### src/hw/rtl/smeu_ram.sv
// Generic single-port-write, single-port-read RAM with registered read data.
module smeu_ram #(
   parameter int WIDTH = 32,
   parameter int DEPTH = 64
) (
   input  logic                     clock,
   input  logic                     wr_en,
   input  logic [$clog2(DEPTH)-1:0] wr_addr,
   input  logic [WIDTH-1:0]         wr_data,
   input  logic [$clog2(DEPTH)-1:0] rd_addr,
   output logic [WIDTH-1:0]         rd_data
);

   logic [WIDTH-1:0] mem_ff [DEPTH];
   logic [WIDTH-1:0] rd_data_ff;

   always_ff @(posedge clock) begin
      if (wr_en) begin
         mem_ff[wr_addr] <= wr_data;
      end
      rd_data_ff <= mem_ff[rd_addr];
   end

   assign rd_data = rd_data_ff;

endmodule

### config.mk
export PLATFORM = sky130hd
export DESIGN_NAME = smeu_ram
export DESIGN_NICKNAME = d
export VERILOG_FILES = /design/src/hw/rtl/smeu_ram.sv
export SDC_FILE = /design/constraint.sdc
export NUM_CORES = 2
export LEC_CHECK = 0
export BUFFER_PORTS_ARGS = -buffer_cell sky130_fd_sc_hd__buf_2
export CORE_ASPECT_RATIO = 0.9
export CORE_MARGIN = 1.5
export CORE_UTILIZATION = 63
export DETAILED_ROUTE_END_ITERATION = 10
export PLACE_DENSITY = 0.79
export SYNTH_ARGS = -nofsm -noshare
export SYNTH_HDL_FRONTEND = slang
export SYNTH_SLANG_ARGS = --single-unit
### constraint.sdc
create_clock -name clock -period 4.32 [get_ports clock]
set_input_delay 0.432 -clock clock [delete_from_list [all_inputs] [get_ports clock]]
set_output_delay 0.432 -clock clock [all_outputs]
set_load 0.02 [all_outputs]
==> results.md <==
* Status: finished, final reports clean
* CTS buffer count at 188
* Hold Path Origin: wr_data[19]
* Pre-antenna DRT Iters at 6
* Share of the synthesized area in the top cell type at about 80%
* Syn_area_per_cell at 23.62 µm²
* Leakage power at around 28 nW
* Yosys cell types at 34
* Vias in the first global route at 39,567
* Final hold violation count at 0
* CP required at 4950 ps
* Worst path cell trace: buf_8 > buf_12 > buf_4 > buf_4 > mux4_2 > mux2i_1 > nor2_1 > a311oi_1 > nor3_1
* Post-synthesis sequential area ratio at 79.14%
* Yosys Warn Count at 0
* Via density at 7.255
* Worst clock skew at 29.98 ps
* HP Class: input pin to flop
* Clock transition at the registers of the reported paths at around 70 ps
* DRC at 0
* Max VDD drop at 0.0003709 V
* Largest cells by area after synthesis: edfxtp_1 (78%), mux4_2 (16%), mux2i_1 (1.2%)
* Cells after synthesis at 3,324
* Area delta synth->final at 12.14%
* CTS tree: yes
* Routed via count at 39,018
* Relative slew slack at 9.964%
* Crit path from: rd_addr[0]
* DIE HEIGHT at 337.9 µm
* # port buffers at 77
* Hold slack at 162.6 ps
* Cell mode on critical path: buf_4
* Crit path DAT at about 4000 ps
* Post-synth top area cell: edfxtp_1
* Full die area at around 130,000 µm²
* Post_cts resized at 0
* Setup bufs post-CTS at 0
* FP Rows at 122
* Final instance area at 88,050 µm²
* Crit-path slowest cell: a311oi_1
* Achievable frequency at 305.5 MHz
* Post-Syn Area at 78,520 µm²
* Max-cap violation count at 0
* Final Util at 71.39%
* Final worst-path cycle share at between 70% and 80%
* Final wirelength at 206,500 µm
* DP Area at 82,210 µm²
* Clk buf depth at 3
* First-pass GRT wire length at slightly below 300,000 µm
* Nets at 3,653
* Share of post-route cells with drive strength above 1 at a little under a third
* Critical Path Source Type: input pin
* Top Ports at a little under 80
* Initial Utilization at a little under two thirds
* Most frequent cells in the layout: edfxtp_1 (2,048), mux4_2 (544), clkbuf_16 (194)
* CP Max Fanout at 32
* Worst-Skew Late Latency at just over 800 ps
* Hpwl dp at 113,000 µm
* Synth Register Bits at 2,080
* H-tree levels at 4
* Minimum clock period at 3273 ps
* Power Dens Cells at between 400 and 500 nW/µm²
* Max Slew Vio Count at 0
* DR iter-0 viols at 6,554
* CTS root buffer: clkbuf_16
* FF-to-FF Start: mem_ff[22][8]
* ANT nets after route at 0
* Post-route setup slack at ~1000 ps
* Hold_buf cts at 1
* Total negative slack at 0 ps
* Grt ovf at 0
* Drt wl/cell at 38.39 µm
* RePlAce Congestion at 0.8740
* Dpl ws at 481.9 ps
* CP Capture Type: flop
* Least-Margin Pin Slew at 1351 ps
* CP Class: input pin to flop
* RSZ-0062 raised after global routing: false
* Mapped Nets at 3,370
* # clock sinks at ~2,100
* Initial antenna violation count at 23
* Final setup fails at 0
* Largest net degree at the start of global routing at 65
* Width of the die at 375.1 µm
* Most common cell after layout, fill and taps aside: edfxtp_1
* Crit path largest cell delay at 960 ps
* Placeable Area at 123,300 µm²
* Tot GR Track Use at 33.40%
## sequential cells by signal (all words and copies together) (netlist names)
name / cells
mem_ff: 2048
rd_data: 32
## layer usage
metal / share of wire (%) / GRT usage [%] / vias to the layer above / routed length, µm
met5: 0.079 / 0 / - / 164
met4: 4.8 / 15.47 / 22 / 9918
met1: 33 / 44.74 / 20365 / 68440
met2: 48 / 53.12 / 3245 / 99900
met3: 14 / 8.052 / 553 / 28040
li1: - / - / 14833 / -
## worst max-delay path: cells and delay by family
kind                   cells  cell delay (ps)
and+or+nand+nor            2              310
muxes                      2              820
AOI/OAI and AO/OA          1              960
buffers and inverters      4             1260
## cells in the mapped netlist
master and n:
o22ai_1 84, nand4_1 2, mux2i_1 93, a41o_1 4, mux4_2 544, nand4b_1 1
nand3_1 5, buf_4 25, nand2_1 26, nand3b_1 5, or2_2 1, clkbuf_1 74
and3_1 4, o221ai_1 27, buf_1 21, or3b_1 2, nor2_1 137, or2_1 1
or3_1 3, a31oi_1 1, edfxtp_1 2048, a22oi_1 12, or2_0 1, buf_6 5
and2_1 2, a21oi_1 62, nor2b_1 15, dfxtp_1 32, buf_2 57, nand2b_1 8
nor3_1 7, or3b_2 3, a311oi_1 8, o32ai_1 4
## cell type report
class / count / area (µm²)
diodes: 4 / 10.01
clock buffers: 264 / 5228
clock inverters: 81 / 591.8
fillers: 6623 / 35290
multi-input cells: 1062 / 15970
flip-flops and latches: 2080 / 62140
well taps: 1612 / 2017
repair buffers: 275 / 2095
## cell families after synthesis
logic type             Yosys count  synth area share [%]
AO/OA/AOI/OAI                  202                 1.673
buffers and inverters          182                 1.128
flip-flops                    2080                 79.14
multiplexers                   637                 16.79
AND/OR/NAND/NOR                223                 1.265
## final timing paths
check              endpoint  slack (ps)  depth (start not counted)
min reg2reg     rd_data[20]         880                          4
min          mem_ff[28][19]         160                          1
max reg2reg      rd_data[8]        1690                          5
max              rd_data[8]        1050                          9
## stage by stage
step           total power [mW]  std cells
6_report                  40.75       5378
5_1_grt                   41.59       5374
4_1_cts                   40.77       5374
3_5_place_dp              25.05       5028
3_3_place_gp              24.96       5028
2_1_floorplan             23.95       3324
## power breakdown
group | internal, mW | switching, mW | total (mW)
sequential | 22.3 | 0.111 | 22.5
combinational | 0.785 | 1.46 | 2.25
clock | 8.84 | 7.21 | 16.1
total | 32.0 | 8.78 | 40.8
(Power assumes the default switching activity.)
