### config.mk
export PLATFORM = sky130hd
export DESIGN_NAME = smeu_alu
export DESIGN_NICKNAME = d
export VERILOG_FILES = /design/src/hw/rtl/smeu_pkg.sv /design/src/hw/rtl/smeu_alu.sv
export SDC_FILE = /design/constraint.sdc
export NUM_CORES = 2
export LEC_CHECK = 0
export BUFFER_PORTS_ARGS = -buffer_cell sky130_fd_sc_hd__buf_2
export CAP_MARGIN = 20
export CORE_MARGIN = 3
export CORE_UTILIZATION = 50
export CTS_BUF_LIST = sky130_fd_sc_hd__clkbuf_8
export CTS_CLUSTER_DIAMETER = 60
export CTS_CLUSTER_SIZE = 40
export DETAILED_ROUTE_END_ITERATION = 12
export GPL_TIMING_DRIVEN = 0
export PLACE_DENSITY = 0.67
export REMOVE_ABC_BUFFERS = 1
export SLEW_MARGIN = 20
export SYNTH_ARGS = -nofsm -noshare
export SYNTH_HDL_FRONTEND = slang
export SYNTH_SLANG_ARGS = --single-unit
### constraint.sdc
create_clock -name clock -period 12.8 [get_ports clock]
set_input_delay 1.92 -clock clock [delete_from_list [all_inputs] [get_ports clock]]
set_output_delay 1.92 -clock clock [all_outputs]
set_load 0.01 [all_outputs]
### src/hw/rtl/smeu_pkg.sv
// Shared types, sizes and codes for the stack machine execute unit.
package smeu_pkg;

   localparam int STACK_DEPTH = 64;
   localparam int RAM_WORDS   = 256;

   localparam int DATA_W      = 32;
   localparam int IP_W        = 16;
   localparam int SP_W        = $clog2(STACK_DEPTH + 1);
   localparam int SA_W        = $clog2(STACK_DEPTH);
   localparam int RA_W        = $clog2(RAM_WORDS);
   localparam int NUM_GPR     = 4;
   localparam int CSR_IDX_W   = $clog2(NUM_GPR);
   localparam int DIV_STEPS   = DATA_W;
   localparam int DIV_CNT_W   = $clog2(DIV_STEPS);

   localparam logic [3:0] OP_PUSH     = 4'd0;
   localparam logic [3:0] OP_ADD      = 4'd1;
   localparam logic [3:0] OP_SUB      = 4'd2;
   localparam logic [3:0] OP_MUL      = 4'd3;
   localparam logic [3:0] OP_DIV      = 4'd4;
   localparam logic [3:0] OP_OUT      = 4'd5;
   localparam logic [3:0] OP_IN       = 4'd6;
   localparam logic [3:0] OP_JMP      = 4'd7;
   localparam logic [3:0] OP_JA       = 4'd8;
   localparam logic [3:0] OP_JB       = 4'd9;
   localparam logic [3:0] OP_JAE      = 4'd10;
   localparam logic [3:0] OP_JBE      = 4'd11;
   localparam logic [3:0] OP_JE       = 4'd12;
   localparam logic [3:0] OP_JNE      = 4'd13;
   localparam logic [3:0] OP_MEMWRITE = 4'd14;

   localparam logic [2:0] ST_OK        = 3'd0;
   localparam logic [2:0] ST_UNDERFLOW = 3'd1;
   localparam logic [2:0] ST_OVERFLOW  = 3'd2;
   localparam logic [2:0] ST_DIV_ZERO  = 3'd3;
   localparam logic [2:0] ST_NO_MODE   = 3'd4;
   localparam logic [2:0] ST_BAD_ADDR  = 3'd5;

   typedef struct packed {
      logic [3:0]         opcode;
      logic               use_register;
      logic               use_immediate;
      logic               use_memory;
      logic [2:0]         register_number;
      logic signed [31:0] immediate;
      logic [15:0]        jump_target;
      logic [7:0]         write_address;
   } req_type;

   typedef struct packed {
      logic [2:0]         status;
      logic [15:0]        next_ip;
      logic signed [31:0] out_value;
      logic               out_valid;
      logic [6:0]         stack_depth;
   } rsp_type;

   typedef struct packed {
      logic [3:0] op;
      logic       div_start;
   } alu_cmd_type;

   typedef struct packed {
      logic [DATA_W-1:0] value;
      logic              take;
      logic              div_done;
   } alu_res_type;

endpackage

### src/hw/rtl/smeu_alu.sv
// Shared arithmetic unit: add, sub, mul, signed compare and a bit-serial divider.
module smeu_alu
   import smeu_pkg::*;
(
   input  logic              clock,
   input  logic              reset,
   input  alu_cmd_type       cmd,
   input  logic [DATA_W-1:0] opa,
   input  logic [DATA_W-1:0] opb,
   output alu_res_type       res
);

   logic [DATA_W-1:0]    rem_ff, rem_in;
   logic [DATA_W-1:0]    quo_ff, quo_in;
   logic [DATA_W-1:0]    dvs_ff, dvs_in;
   logic [DIV_CNT_W-1:0] cnt_ff, cnt_in;
   logic                 neg_ff, neg_in;
   logic                 run_ff, run_in;
   logic                 done_ff, done_in;

   logic [DATA_W-1:0] mag_a;
   logic [DATA_W-1:0] mag_b;
   logic [DATA_W:0]   shifted;
   logic [DATA_W:0]   diff;

   always_comb begin
      mag_a   = opa[DATA_W-1] ? (~opa + 1'b1) : opa;
      mag_b   = opb[DATA_W-1] ? (~opb + 1'b1) : opb;
      shifted = {rem_ff, quo_ff[DATA_W-1]};
      diff    = shifted - {1'b0, dvs_ff};

      rem_in  = rem_ff;
      quo_in  = quo_ff;
      dvs_in  = dvs_ff;
      cnt_in  = cnt_ff;
      neg_in  = neg_ff;
      run_in  = run_ff;
      done_in = 1'b0;

      if (cmd.div_start) begin
         // dividend is the lower entry (b), divisor the top (a)
         rem_in = '0;
         quo_in = mag_b;
         dvs_in = mag_a;
         neg_in = opa[DATA_W-1] ^ opb[DATA_W-1];
         cnt_in = '0;
         run_in = 1'b1;
      end else if (run_ff) begin
         if (!diff[DATA_W]) begin
            rem_in = diff[DATA_W-1:0];
            quo_in = {quo_ff[DATA_W-2:0], 1'b1};
         end else begin
            rem_in = shifted[DATA_W-1:0];
            quo_in = {quo_ff[DATA_W-2:0], 1'b0};
         end
         cnt_in = cnt_ff + 1'b1;
         if (cnt_ff == DIV_CNT_W'(DIV_STEPS - 1)) begin
            run_in  = 1'b0;
            done_in = 1'b1;
         end
      end
   end

   always_ff @(posedge clock) begin
      if (reset) begin
         run_ff  <= 1'b0;
         done_ff <= 1'b0;
      end else begin
         run_ff  <= run_in;
         done_ff <= done_in;
      end
      rem_ff <= rem_in;
      quo_ff <= quo_in;
      dvs_ff <= dvs_in;
      cnt_ff <= cnt_in;
      neg_ff <= neg_in;
   end

   always_comb begin
      res.div_done = done_ff;
      case (cmd.op)
         OP_ADD:  res.value = opb + opa;
         OP_SUB:  res.value = opb - opa;
         OP_MUL:  res.value = DATA_W'(opb * opa);
         OP_DIV:  res.value = neg_ff ? (~quo_ff + 1'b1) : quo_ff;
         default: res.value = '0;
      endcase
      case (cmd.op)
         OP_JA:   res.take = $signed(opa) >  $signed(opb);
         OP_JB:   res.take = $signed(opa) <  $signed(opb);
         OP_JAE:  res.take = $signed(opa) >= $signed(opb);
         OP_JBE:  res.take = $signed(opa) <= $signed(opb);
         OP_JE:   res.take = opa == opb;
         OP_JNE:  res.take = opa != opb;
         default: res.take = 1'b0;
      endcase
   end

endmodule

==> metrics.log <==
INFO  metric outcome = completed
INFO  metric holdBufCountCts = 0
INFO  metric setup_viol = 0
INFO  metric finalCriticalPeriod = 11.77 ns
INFO  metric fmaxAchievable = 0.08497 GHz
INFO  metric clock_tree_skew_after_final_layout = ~0.014 ns
INFO  metric post_synth_top_flop = edfxtp_1
INFO  metric clockRootBuffer = clkbuf_8
INFO  metric routability_cong = ~0.93
INFO  metric synthSimpleGateAreaFrac = 18.41%
INFO  metric fillCellCount = roughly 5,000
INFO  metric pin_count = about 110
INFO  metric number_of_buffers_created_by_cts = 9
INFO  metric design.core.area = roughly 0.053 mm^2
INFO  metric worst_setup_hold_path_clk_slew = approximately 0.11 ns
INFO  metric share_of_layout_cells_above_drive_strength_1 = under 10%
INFO  metric startpoint_to_endpoint_class_of_the_critical_path = input pin to output port
INFO  metric synth_seq_area_share = about a tenth
INFO  metric drt_pre_antenna_iters = 7
INFO  metric drt-wirelength-per-cell = around 21 um
INFO  metric worst_r2r_startpoint = quo_ff[31]
INFO  metric synth_seq_cells = roughly 100
INFO  metric grt_first_pass_wirelength = between 100 and 150 mm
INFO  metric port-buffer-count = around 100
INFO  metric syn_area = about 0.027 mm^2
INFO  metric maxSlewViolCount = 0
INFO  metric final_hold_fails = 0
INFO  metric worst_endpoint_data_arrival_time = approximately 10 ns
INFO  metric grtUsageTotal = 28.83%
INFO  metric synth-adder-area-share = 41.44%
INFO  metric die_w = 238.5 um
INFO  metric worst_pin_slew = 1.097 ns
INFO  metric final_nets = 3,783
INFO  metric post_cts_resized = 0
INFO  metric setup_tns = 0 ns
INFO  metric avgSynthCellArea = a little under 9 um^2
INFO  metric crit_end_element = output port
INFO  metric die_h = roughly 240 um
INFO  metric syn_to_final_growth = 3.691%
INFO  metric timing.final.crit_share = about 90%
INFO  metric critPathLaunchType = input pin
INFO  metric grt_antenna_before_repair = 5
INFO  metric tritoncts_clock_tree = yes
INFO  metric yosys-mux-area-fraction = under 10%
INFO  metric worst_r2r_path_depth = 12
INFO  metric crit_path_end = res[32]
INFO  metric clk_path_buf_depth = 2
INFO  metric vias = 22,110
INFO  metric reg2reg_to = rem_ff[0]
INFO  metric floorplan.initialDensity = between 50% and 60%
INFO  metric wl = 79.89 mm
INFO  metric dp_slack = about 1.1 ns
INFO  metric synth.distinct_cells = 84
INFO  metric dominant_combinational_cell_family_by_area_after_synthesis = adder cells
INFO  metric worst_slew_margin_rel = between 20% and 30%
INFO  metric avgViaCountPerCell = about 5.9
INFO  metric cpMaxStageDelayCell = buf_2
INFO  metric dieArea = ~0.057 mm^2
INFO  metric std_cell_rows = 84
INFO  metric clk_latency = slightly above 0.4 ns
INFO  metric overflow = 0
INFO  metric synth_xor_area_share = 8.169%
INFO  metric hold_class = flip-flop to flip-flop
INFO  metric ff2ff_setup_slack = about 8.8 ns
INFO  metric synth-edff-count = 65
INFO  metric max_stage_delay = between 0.6 and 0.7 ns
INFO  metric launch_point_of_the_critical_path = opa[6]
INFO  metric syn-instance-count = 3,118
INFO  metric post-dp-hpwl = roughly 60 mm
INFO  metric drt_first_iter_violations = between 1,500 and 2,000
INFO  metric grt_start_max_net_pins = 78
INFO  metric rsz0062_at_grt = no
INFO  metric critical_path_peak_fanout = 34
INFO  metric setup_slack = a little over 1 ns
INFO  metric remaining_drc_errors = 0
INFO  metric worst_path_most_repeated_cell = fa_1
INFO  metric synth_compound_gate_area_share = between 10% and 20%
INFO  metric htree_levels = 3
INFO  metric ys.warnings.count = 0
INFO  metric cp.required = between 10 and 15 ns
INFO  metric synthArstFlopShare = 0%
INFO  metric postRouteAntennaNets = 0
INFO  metric holdWs = 0.5130 ns
INFO  metric maxCapViolCount = 0
INFO  metric number_of_clock_sinks = 104
INFO  metric postCtsSetupBuffers = 0
INFO  metric first_global_vias = approximately 24,000
placed cells by master, fill, tap and decap left out, types with 12 or more instances in the layout:
cell type,count
a211oi_1,32
o21ai_0,83
or3_1,14
and2_1,297
o221ai_1,12
ha_1,239
nand2_1,324
nor2b_1,19
nor3_1,35
a21o_1,44
o21a_1,21
edfxtp_1,65
nor2_1,139
xnor2_1,189
mux2i_1,28
buf_2,106
a21oi_1,110
dfxtp_1,38
and3_1,15
nand3_1,26
xor2_1,63
a31oi_1,12
nand2b_1,24
a22oi_1,16
o31ai_1,25
fa_1,410
nand4_1,24
inv_1,467
flip-flops by register name (all words and copies together) (netlist names):
register  cells
dvs_ff       32
neg_ff        1
run_ff        1
quo_ff       32
rem_ff       32
done_ff       1
cnt_ff        5
logic make-up after synthesis:
kind of cell    count (synthesis)
fa+ha+maj                     649
buf+inv                       645
mux                            32
xor+xnor                      252
compound gates                463
simple gates                  973
flops                         104
synthesized netlist by cell type (5+ instances only):
cell type	count	share of area [%]
edfxtp_1	65	7.2
mux2i_1	28	1.0
a21o_1	44	1.2
nand2b_1	24	0.56
and3_1	15	0.35
o41ai_1	11	0.36
a22oi_1	16	0.44
nor2_1	139	1.9
or4_4	5	0.21
a31oi_1	12	0.28
inv_1	467	6.5
o21a_1	21	0.58
o22ai_1	5	0.12
a21oi_1	110	2.0
and2_1	297	6.9
o31ai_1	25	0.69
a311oi_1	5	0.16
xor2_1	63	2.0
nor4_1	11	0.25
clkbuf_1	156	2.2
nand4_1	24	0.56
or3_1	14	0.32
buf_2	5	0.093
o21bai_1	11	0.31
o211ai_1	11	0.31
o221ai_1	12	0.39
nor3_1	35	0.65
or4_1	7	0.19
nand3_1	27	0.50
ha_1	239	11
a221o_1	5	0.19
dfxtp_1	39	2.9
a211o_1	6	0.19
xnor2_1	189	6.1
a211oi_1	32	0.89
o21ai_0	83	1.5
a31o_2	7	0.23
fa_1	410	30
nor2b_1	19	0.44
o21ai_1	6	0.11
nand2_1	325	4.5
nor3b_1	7	0.19
buf_1	12	0.17
per-layer routing:
metal	vias to the layer above	wire, um	GRT usage, %
met4	0	2138	8.686
met5	-	0	0
met2	830	38760	49.71
li1	9928	-	-
met1	11190	33520	37.91
met3	159	5467	3.988
worst max-delay path: cells and delay by family:
kind / cells / cell delay, ns
AOI/OAI and AO/OA: 3 / 0.76
xor gates and xnor gates: 1 / 0.30
adders and majority gates: 9 / 4.25
buffers and inverters: 6 / 1.10
and+or+nand+nor: 6 / 1.48
per-stage QoR:
step / cells / instance area [um^2] / util (%)
5_1_grt: 3756 / 28000 / 52.86
2_1_floorplan: 2942 / 26330 / -
3_5_place_dp: 3739 / 27810 / 52.50
4_1_cts: 3755 / 27990 / 52.83
6_report: 3762 / 28020 / 52.89
3_3_place_gp: 3734 / 27720 / 52.32
layout make-up:
class / count / area [um^2] / area share, %
clock buffers: 9 / 123.9 / 0.4421
diodes: 6 / 15.01 / 0.05359
inverters: 469 / 1760 / 6.283
flip-flops and latches: 104 / 2736 / 9.767
repair buffers: 110 / 611.8 / 2.184
clock inverters: 7 / 53.80 / 0.1920
well taps: 688 / 860.8 / 3.073
multi-input cells: 2369 / 21850 / 78.01
worst min path at each step:
stage | start | depth (start not counted) | slack [ns] | endpoint
after floorplan | rem_ff[22] | 2 | 0.47 | rem_ff[23]
after global placement | cnt_ff[4] | 2 | 0.48 | cnt_ff[4]
after detailed placement | rem_ff[17] | 2 | 0.50 | rem_ff[17]
after CTS | rem_ff[25] | 2 | 0.51 | rem_ff[25]
after global routing | rem_ff[15] | 2 | 0.54 | rem_ff[15]
final | rem_ff[25] | 2 | 0.51 | rem_ff[25]
Power is left out: the tool's default activity adds up to more than one toggle a clock period on the data nets, which glitch-free logic cannot reach.
